[config.mk]
export PLATFORM = sky130hd
export DESIGN_NAME = dvc_ctrl
export DESIGN_NICKNAME = d
export VERILOG_FILES = /design/src/hdl/dvc_pkg.sv /design/src/hdl/dvc_ctrl.sv
export SDC_FILE = /design/constraint.sdc
export NUM_CORES = 1
export LEC_CHECK = 0
export BUFFER_PORTS_ARGS = -buffer_cell sky130_fd_sc_hd__buf_2
export CAP_MARGIN = 20
export CORE_MARGIN = 5
export CORE_UTILIZATION = 38
export CTS_CLUSTER_SIZE = 16
export DETAILED_ROUTE_END_ITERATION = 6
export PLACE_DENSITY = 0.71
export SETUP_SLACK_MARGIN = 0.05
export SYNTH_ARGS = -nofsm -noshare
export SYNTH_HDL_FRONTEND = slang
export SYNTH_SLANG_ARGS = --single-unit
export TNS_END_PERCENT = 20
[constraint.sdc]
create_clock -name clk -period 6.9 [get_ports clk]
set_input_delay 1.035 -clock clk [delete_from_list [all_inputs] [get_ports clk]]
set_output_delay 1.035 -clock clk [all_outputs]
set_load 0.005 [all_outputs]
[src/hdl/dvc_pkg.sv]
// Shared types and constants for the distinct value counter.
// No dependencies; imported by dvc_store, dvc_ctrl and the top level.
`timescale 1ns / 1ps

package dvc_pkg;

	localparam int VALUE_W = 64;
	localparam int COUNT_W = 16;

	// occurrence counts stop here
	localparam logic [COUNT_W-1:0] COUNT_MAX = {COUNT_W{1'b1}};

	// one table entry: a distinct value and its count
	typedef struct packed {
		logic [VALUE_W-1:0] value;
		logic [COUNT_W-1:0] count;
	} entry_t;

	// write request from the sequencer to the table memory
	typedef struct packed {
		logic   en;
		entry_t data;
	} wr_req_t;

endpackage

[src/hdl/dvc_ctrl.sv]
// Sequencer: scans the table with one shared comparator, updates or
// appends entries, and streams the table out on batch end.
// Depends on dvc_pkg; drives the dvc_store ports.
`timescale 1ns / 1ps

module dvc_ctrl
	import dvc_pkg::*;
#(
	parameter int MAX_DISTINCT = 64,
	localparam int IDX_W = (MAX_DISTINCT > 1) ? $clog2(MAX_DISTINCT) : 1,
	localparam int CNT_W = $clog2(MAX_DISTINCT + 1)
) (
	input  logic               clk,
	input  logic               arst_n,
	// input channel
	input  logic               in_valid,
	output logic               in_stall,
	input  logic [VALUE_W-1:0] sample_bits,
	input  logic               batch_end,
	// output channel
	output logic               out_valid,
	input  logic               out_stall,
	output logic [VALUE_W-1:0] distinct_bits,
	output logic [COUNT_W-1:0] occurrences,
	output logic               final_pair,
	output logic               table_overflowed,
	// table memory
	output wr_req_t            wr,
	output logic [IDX_W-1:0]   wr_addr,
	output logic [IDX_W-1:0]   rd_addr,
	input  entry_t             rd_data
);

	localparam logic [2:0] ST_IDLE      = 3'd0;
	localparam logic [2:0] ST_SCAN      = 3'd1;
	localparam logic [2:0] ST_INSERT    = 3'd2;
	localparam logic [2:0] ST_EMIT_RD   = 3'd3;
	localparam logic [2:0] ST_EMIT_WAIT = 3'd4;

	localparam logic [CNT_W-1:0] CAPACITY = CNT_W'(MAX_DISTINCT);

	logic [2:0]         state_q;
	logic [VALUE_W-1:0] sample_q;
	logic               last_q;
	logic [CNT_W-1:0]   used_q;
	logic               overflow_q;
	logic [CNT_W-1:0]   ptr_q;     // next entry to read
	logic [IDX_W-1:0]   chk_q;     // entry now in rd_data
	logic               chk_valid_q;
	logic [IDX_W-1:0]   emit_q;

	logic               out_valid_q;
	logic [VALUE_W-1:0] out_bits_q;
	logic [COUNT_W-1:0] out_count_q;
	logic               out_final_q;
	logic               out_ovf_q;

	logic               in_xfer;
	logic               hit;
	logic               chk_is_last;
	logic               emit_is_last;
	logic               out_load;
	logic [COUNT_W-1:0] bumped;

	assign in_stall = (state_q != ST_IDLE);
	assign in_xfer  = in_valid && !in_stall;

	// shared comparator and count bump
	assign hit          = chk_valid_q && (rd_data.value == sample_q);
	assign chk_is_last  = (CNT_W'(chk_q) + 1'b1) == used_q;
	assign emit_is_last = (CNT_W'(emit_q) + 1'b1) == used_q;
	assign bumped       = (rd_data.count == COUNT_MAX) ? rd_data.count
	                                                   : rd_data.count + 1'b1;
	assign out_load     = (state_q == ST_EMIT_WAIT) && (!out_valid_q || !out_stall);

	// read address: emit pointer during emission, scan pointer otherwise
	always_comb begin
		if (state_q == ST_EMIT_RD || state_q == ST_EMIT_WAIT) begin
			rd_addr = emit_q;
		end else begin
			rd_addr = ptr_q[IDX_W-1:0];
		end
	end

	// table writes: count update on a hit, append on insert
	always_comb begin
		wr.en         = 1'b0;
		wr.data.value = sample_q;
		wr.data.count = COUNT_W'(1);
		wr_addr       = used_q[IDX_W-1:0];
		if (state_q == ST_SCAN && hit) begin
			wr.en         = 1'b1;
			wr.data.count = bumped;
			wr_addr       = chk_q;
		end else if (state_q == ST_INSERT && used_q < CAPACITY) begin
			wr.en = 1'b1;
		end
	end

	// sequencer
	always_ff @(posedge clk or negedge arst_n) begin
		if (!arst_n) begin
			state_q     <= ST_IDLE;
			used_q      <= '0;
			overflow_q  <= 1'b0;
			ptr_q       <= '0;
			chk_valid_q <= 1'b0;
			emit_q      <= '0;
		end else begin
			unique case (state_q)
				ST_IDLE: begin
					if (in_xfer) begin
						ptr_q       <= '0;
						chk_valid_q <= 1'b0;
						state_q     <= (used_q == '0) ? ST_INSERT : ST_SCAN;
					end
				end
				ST_SCAN: begin
					chk_valid_q <= (ptr_q < used_q);
					if (ptr_q < used_q) begin
						ptr_q <= ptr_q + 1'b1;
					end
					if (hit) begin
						emit_q  <= '0;
						state_q <= last_q ? ST_EMIT_RD : ST_IDLE;
					end else if (chk_valid_q && chk_is_last) begin
						state_q <= ST_INSERT;
					end
				end
				ST_INSERT: begin
					if (used_q < CAPACITY) begin
						used_q <= used_q + 1'b1;
					end else begin
						overflow_q <= 1'b1;
					end
					emit_q  <= '0;
					state_q <= last_q ? ST_EMIT_RD : ST_IDLE;
				end
				ST_EMIT_RD: begin
					state_q <= ST_EMIT_WAIT;
				end
				ST_EMIT_WAIT: begin
					if (out_load) begin
						if (emit_is_last) begin
							used_q     <= '0;
							overflow_q <= 1'b0;
							state_q    <= ST_IDLE;
						end else begin
							emit_q  <= emit_q + 1'b1;
							state_q <= ST_EMIT_RD;
						end
					end
				end
				default: begin
					state_q <= ST_IDLE;
				end
			endcase
		end
	end

	// scan index of the entry arriving from the read port
	always_ff @(posedge clk) begin
		chk_q <= ptr_q[IDX_W-1:0];
	end

	// captured input transfer
	always_ff @(posedge clk) begin
		if (in_xfer) begin
			sample_q <= sample_bits;
			last_q   <= batch_end;
		end
	end

	// output register
	always_ff @(posedge clk or negedge arst_n) begin
		if (!arst_n) begin
			out_valid_q <= 1'b0;
		end else if (out_load) begin
			out_valid_q <= 1'b1;
		end else if (!out_stall) begin
			out_valid_q <= 1'b0;
		end
	end

	always_ff @(posedge clk) begin
		if (out_load) begin
			out_bits_q  <= rd_data.value;
			out_count_q <= rd_data.count;
			out_final_q <= emit_is_last;
			out_ovf_q   <= overflow_q;
		end
	end

	assign out_valid        = out_valid_q;
	assign distinct_bits    = out_bits_q;
	assign occurrences      = out_count_q;
	assign final_pair       = out_final_q;
	assign table_overflowed = out_ovf_q;

	// checks
	a_used_bound: assert property (@(posedge clk) disable iff (!arst_n)
		used_q <= CAPACITY)
		else $error("table fill beyond capacity");

	a_final_clears: assert property (@(posedge clk) disable iff (!arst_n)
		(out_load && emit_is_last) |=> (used_q == '0 && !overflow_q))
		else $error("table not cleared after last pair");

	a_wr_states: assert property (@(posedge clk) disable iff (!arst_n)
		wr.en |-> (state_q == ST_SCAN || state_q == ST_INSERT))
		else $error("table write outside tally");

	a_hit_in_range: assert property (@(posedge clk) disable iff (!arst_n)
		(state_q == ST_SCAN && hit) |-> (CNT_W'(chk_q) < used_q))
		else $error("match on an unused entry");

endmodule
; After elaboration in Yosys (flattened, before gate mapping)
; Index checks and enable logic that the tools add are counted.
[totals]
wordCells = 96
mem_bits_ro = 0
ramBits = 0
out_inout_bits = 177
mem_count = 0
register_bits = 179
latch_bits = 0
in_bits = 149
[op_classes]
reduce_logical = 23
bitwise_logic = 0
div_mod_pow = 0
n_eq_ne = 18
n_mux = 33
shift = 0
n_addsub = 6
n_mul = 0
order_cmp = 2
[op_table]
columns = op, count
row1 = $eq 64x64->1, 1
row2 = $mux 7, 5
row3 = $mux 16, 2
row4 = $mux 6, 5
row5 = $pmux 7 s2, 2
row6 = $pmux 6 s3, 1
row7 = $add 16x1->16 const B, 1
row8 = $eq 16x16->1 const B, 1
row9 = $pmux 3 s5, 1
row10 = $add 6x1->7 const B, 2
row11 = $add 7x1->7 const B, 2
row12 = $eq 7x7->1, 2
row13 = $mux 3, 4
row14 = $ne 2x2->1 const B, 6
row15 = $reduce_and 4->1, 3
row16 = $mux 1, 8
row17 = $logic_not 7->1, 1
row18 = $lt 7x7->1, 1
row19 = $lt 7x7->1 const B, 1
row20 = $add 6x1->6 const B, 1
row21 = $eq 3x2->1 const B, 2
row22 = $logic_and 1x1->1, 6
row23 = $mux 2, 3
row24 = $ne 2x1->1 const B, 3
row25 = other kinds (11), 18

; Logic depth before layout (Yosys ltp)
[logic_depth]
word_depth = 6
mapped_depth = 10
ltp_nobuf = 9

; Worst setup path before layout
; Ideal clock, no wire load.
[synth_path]
kind = input port to flip-flop
from = in out_stall
to = reg emit_q[2]
required_time_ns = 6.774
setup_slack_ns = 0.813
arrival_ns = 5.961
path_buffers = 1
setup_time_ns = 0.126
stages = 5
path_cell_list = a21oi_1 -> nor2b_1 -> buf_2 -> nor3_1 -> a311o_1
[synth_via]
elab_chain_len = 5
[synth_lines]
columns = element, line_no
row1 = start: declaration, dvc_ctrl.sv:22  ; input logic out_stall,
row2 = $logic_not 1->1, -
row3 = $logic_or 1x1->1, dvc_ctrl.sv:74  ; assign out_load = (state_q == ST_EMIT_WAIT) && (!out_valid_q || !out_stall);
row4 = $logic_and 1x1->1, dvc_ctrl.sv:74
row5 = $ne 2x2->1 (no source line), -
row6 = $reduce_and 4->1 (no source line), -
row7 = end signal: assignment, dvc_ctrl.sv:149  ; emit_q <= emit_q + 1'b1;
row8 = end: declaration, dvc_ctrl.sv:50  ; logic [IDX_W-1:0] emit_q;
; Every way passes these cells.
; A chain may end at the register's enable or synchronous reset.

; Worst setup path after layout
[layout_path]
from = in rd_data[32] (netlist bit)
to = out wr_addr[1]
[layout_via]
elab_chain_len = 4
[layout_lines]
columns = element, line_no
row1 = start: declaration, dvc_ctrl.sv:31  ; input entry_t rd_data
row2 = $eq 64x64->1, dvc_ctrl.sv:69  ; assign hit = chk_valid_q && (rd_data.value == sample_q);
row3 = $logic_and 1x1->1, dvc_ctrl.sv:69
row4 = $logic_and 1x1->1, dvc_ctrl.sv:91  ; if (state_q == ST_SCAN && hit) begin
row5 = $mux 6, dvc_ctrl.sv:91
row6 = end: declaration, dvc_ctrl.sv:29  ; output logic [IDX_W-1:0] wr_addr,
; Every way passes these cells.

==> results.json <==
{
  "finalSetupViolations": 0,
  "p_leak_nw": 4.157,
  "ios": 326,
  "clkLatencyLatePin_ns": 0.42,
  "grt_pass1_wl_um": 34000,
  "max-clock-path-buffers": 2,
  "initial_core_util": 0.3826,
  "vias": 5747,
  "synthArstFlopShare": 0.1453,
  "ir_drop_mv": 0.1796,
  "hold_path_class": "reg -> reg",
  "grt_pass1_vias": 6072,
  "critical-path-top-delay-family": "simple AND/OR/NAND/NOR gates",
  "slew_violations": 0,
  "drc": 0,
  "mostFrequentLayoutCells": "325 x buf_2, 147 x edfxtp_1, 59 x xnor2_1",
  "row_count": 52,
  "synth_cell_types": 60,
  "areaGrowthSynthToFinish_pct": 31.92,
  "post_drt_wl_per_cell_um": 18.98,
  "whs_endpoint": "table_overflowed",
  "placed_cell_area_mm2": 0.009594,
  "synth_edf_count": 147,
  "post-cts-setup-buffer-count": 0,
  "drt_iter0_markers": 285,
  "crit_chain": "buf_2 > xnor2_1 > nand4_1 > nor4_1 > nand3_1 > nor4_4 > nand2_2 > mux2_1 > buf_2",
  "worst_pin_slew_ns": 0.8595,
  "crit_required_ns": 5.86,
  "cts_max_level": 4,
  "dieArea_mm2": 0.02318,
  "synth.avg_cell_area_um2": 14.06,
  "r2r-start": "state_q[1]",
  "routabilityCongestion": 0.8503,
  "place_inst": 1127,
  "syn_nets": 708,
  "ant_nets": 0,
  "p_total_mw": 3.110,
  "drive_gt1_frac": 0.4252,
  "fin_crit_ns": 5.095,
  "die-width_um": 152.3,
  "grt_use_total": 0.1862,
  "setup.worst_path.start_class": "input port",
  "ys_warn_count": 0,
  "portBuffers": 325,
  "yosys.area.top_type": "edfxtp_1",
  "crit_fanout": 22,
  "synth_top_area_frac": 0.5739,
  "syn_inst": 547,
  "fin_crit_sh": 0.7384,
  "dp_hpwl_um": 17380,
  "clk_pin_slew_worst_paths_ns": 0.07,
  "relSlewSlack": 0.4217,
  "fin_worst_skew_ns": 0.01061,
  "fin_area_mm2": 0.01015,
  "power.density_mw_per_mm2": 306.5,
  "antenna_found_initial": 2,
  "grt_start_max_net_pins": 54,
  "arrival_ns": 4.06,
  "drv_cap": 0,
  "ff2ff_path_depth": 8,
  "crit_type": "in -> out",
  "hp-start": "overflow_q",
  "cts_resized": 0,
  "r2r_end": "state_q[0]",
  "status": "complete, no violations",
  "detail_route.vias_per_cell": 4.954,
  "numCtsBuffers": 17,
  "fin_cells": 1160,
  "rsz0062_at_grt": "no",
  "rrSetupSlack_ns": 3.90,
  "cpMostUsedCell": "buf_2",
  "seq_area_frac_synth": 0.6741,
  "numClockSinks": 179,
  "worstHoldPathCells": 0,
  "cpMaxStageDelayCell": "nor4_1",
  "synth_area_leaders": "edfxtp_1 57%, dfrtp_1 8.5%, xnor2_1 6.7%",
  "ys_ff_latch": 179,
  "setup_tns_ns": 0,
  "routed_wl_um": 22010,
  "cpPeakStageDelay_ns": 0.77,
  "nets": 1037,
  "cts_tree": "yes",
  "firstDrtPassIters": 4,
  "overflow": 0,
  "synth_top_flop_cell": "edfxtp_1",
  "end_kind": "primary output",
  "synthesis.area_mm2": 0.007691,
  "fmax_mhz": 196.3,
  "worst-path-buf-inv": 2,
  "die_h_um": 152.3,
  "core_area_mm2": 0.02010,
  "cts_root_buf": "clkbuf_16",
  "hold_viol": 0,
  "ctsHoldBuffers": 0,
  "final_common_cell": "buf_2"
}
per-layer routing:
metal	GRT usage	wire (um)	vias to the layer above
met5	0	7	-
met4	0.05736	454	2
met3	0.06333	1779	26
met2	0.3196	10960	250
met1	0.2218	8805	2763
li1	-	-	2706
flip-flops by register name, indices dropped and copies added, names as in the netlist, 3 cells and up:
register	count
chk_q	6
distinct_bits	64
emit_q	6
occurrences	16
ptr_q	7
sample_q	64
state_q	3
used_q	7
stage by stage:
stage               utilization  setup slack [ns]  hold slack [ns]
finish                   0.5047             1.805           0.4982
global route             0.5045             1.595           0.5365
CTS                      0.5045             1.722           0.5035
detailed placement       0.4772             1.725           0.4860
global placement         0.4772             1.805           0.4781
floorplan                     -            0.8131           0.4077
where the power goes:
group	internal, mW	leakage [nW]	switching (mW)
sequential	1.40	1.70	0.150
clock	0.474	0.259	0.441
combinational	0.276	2.20	0.371
total	2.15	4.16	0.962
synth_stat cells, types with 4 or more instances:
cell	count
mux2_2	7
nor2_1	29
o21ai_0	12
edfxtp_1	147
nor3_1	6
nand3_1	24
nor2b_1	4
a21oi_1	18
dfrtp_1	26
nand2_1	23
nand4_1	23
inv_1	18
a31oi_1	4
or3_1	6
xnor2_1	59
clkbuf_1	8
nor4_1	6
dfxtp_1	6
buf_2	5
ha_1	12
nand2b_1	9
xor2_1	29
o211ai_1	5
how the worst max path moves through the flow:
stage / slack, ns / cells past startpoint / startpoint / endpoint
3_3_place_gp: 1.81 / 9 / rd_data[32] / wr_addr[5]
5_1_grt: 1.59 / 9 / rd_data[54] / wr_addr[1]
6_report: 1.80 / 9 / rd_data[32] / wr_addr[1]
3_5_place_dp: 1.73 / 9 / rd_data[54] / wr_addr[1]
4_1_cts: 1.72 / 9 / rd_data[54] / wr_addr[1]
2_1_floorplan: 0.81 / 5 / out_stall / emit_q[2]
cell families (layout without fill, tap and decap cells):
kind of cell,Yosys count,count (layout),share of synthesized area
adder cells (fa/ha/maj),12,12,0.01952
flip-flops,179,179,0.6741
AO/OA/AOI/OAI,70,70,0.06166
XOR/XNOR,88,88,0.1002
buffers and inverters,38,380,0.02212
other,0,1,0
AND/OR/NAND/NOR,146,146,0.1007
multiplexers,14,14,0.02164
area by class of cell:
| class | count | area [um^2] |
|---|---|---|
| multi-input cells | 330 | 2347 |
| clock inverters | 14 | 120.1 |
| diodes | 1 | 2.502 |
| flip-flops and latches | 179 | 5185 |
| inverters | 20 | 75.07 |
| repair buffers | 328 | 1649 |
| well taps | 270 | 337.8 |
| fillers | 1799 | 9958 |
| clock buffers | 18 | 429.2 |
Power figures use the tool's default switching activity.
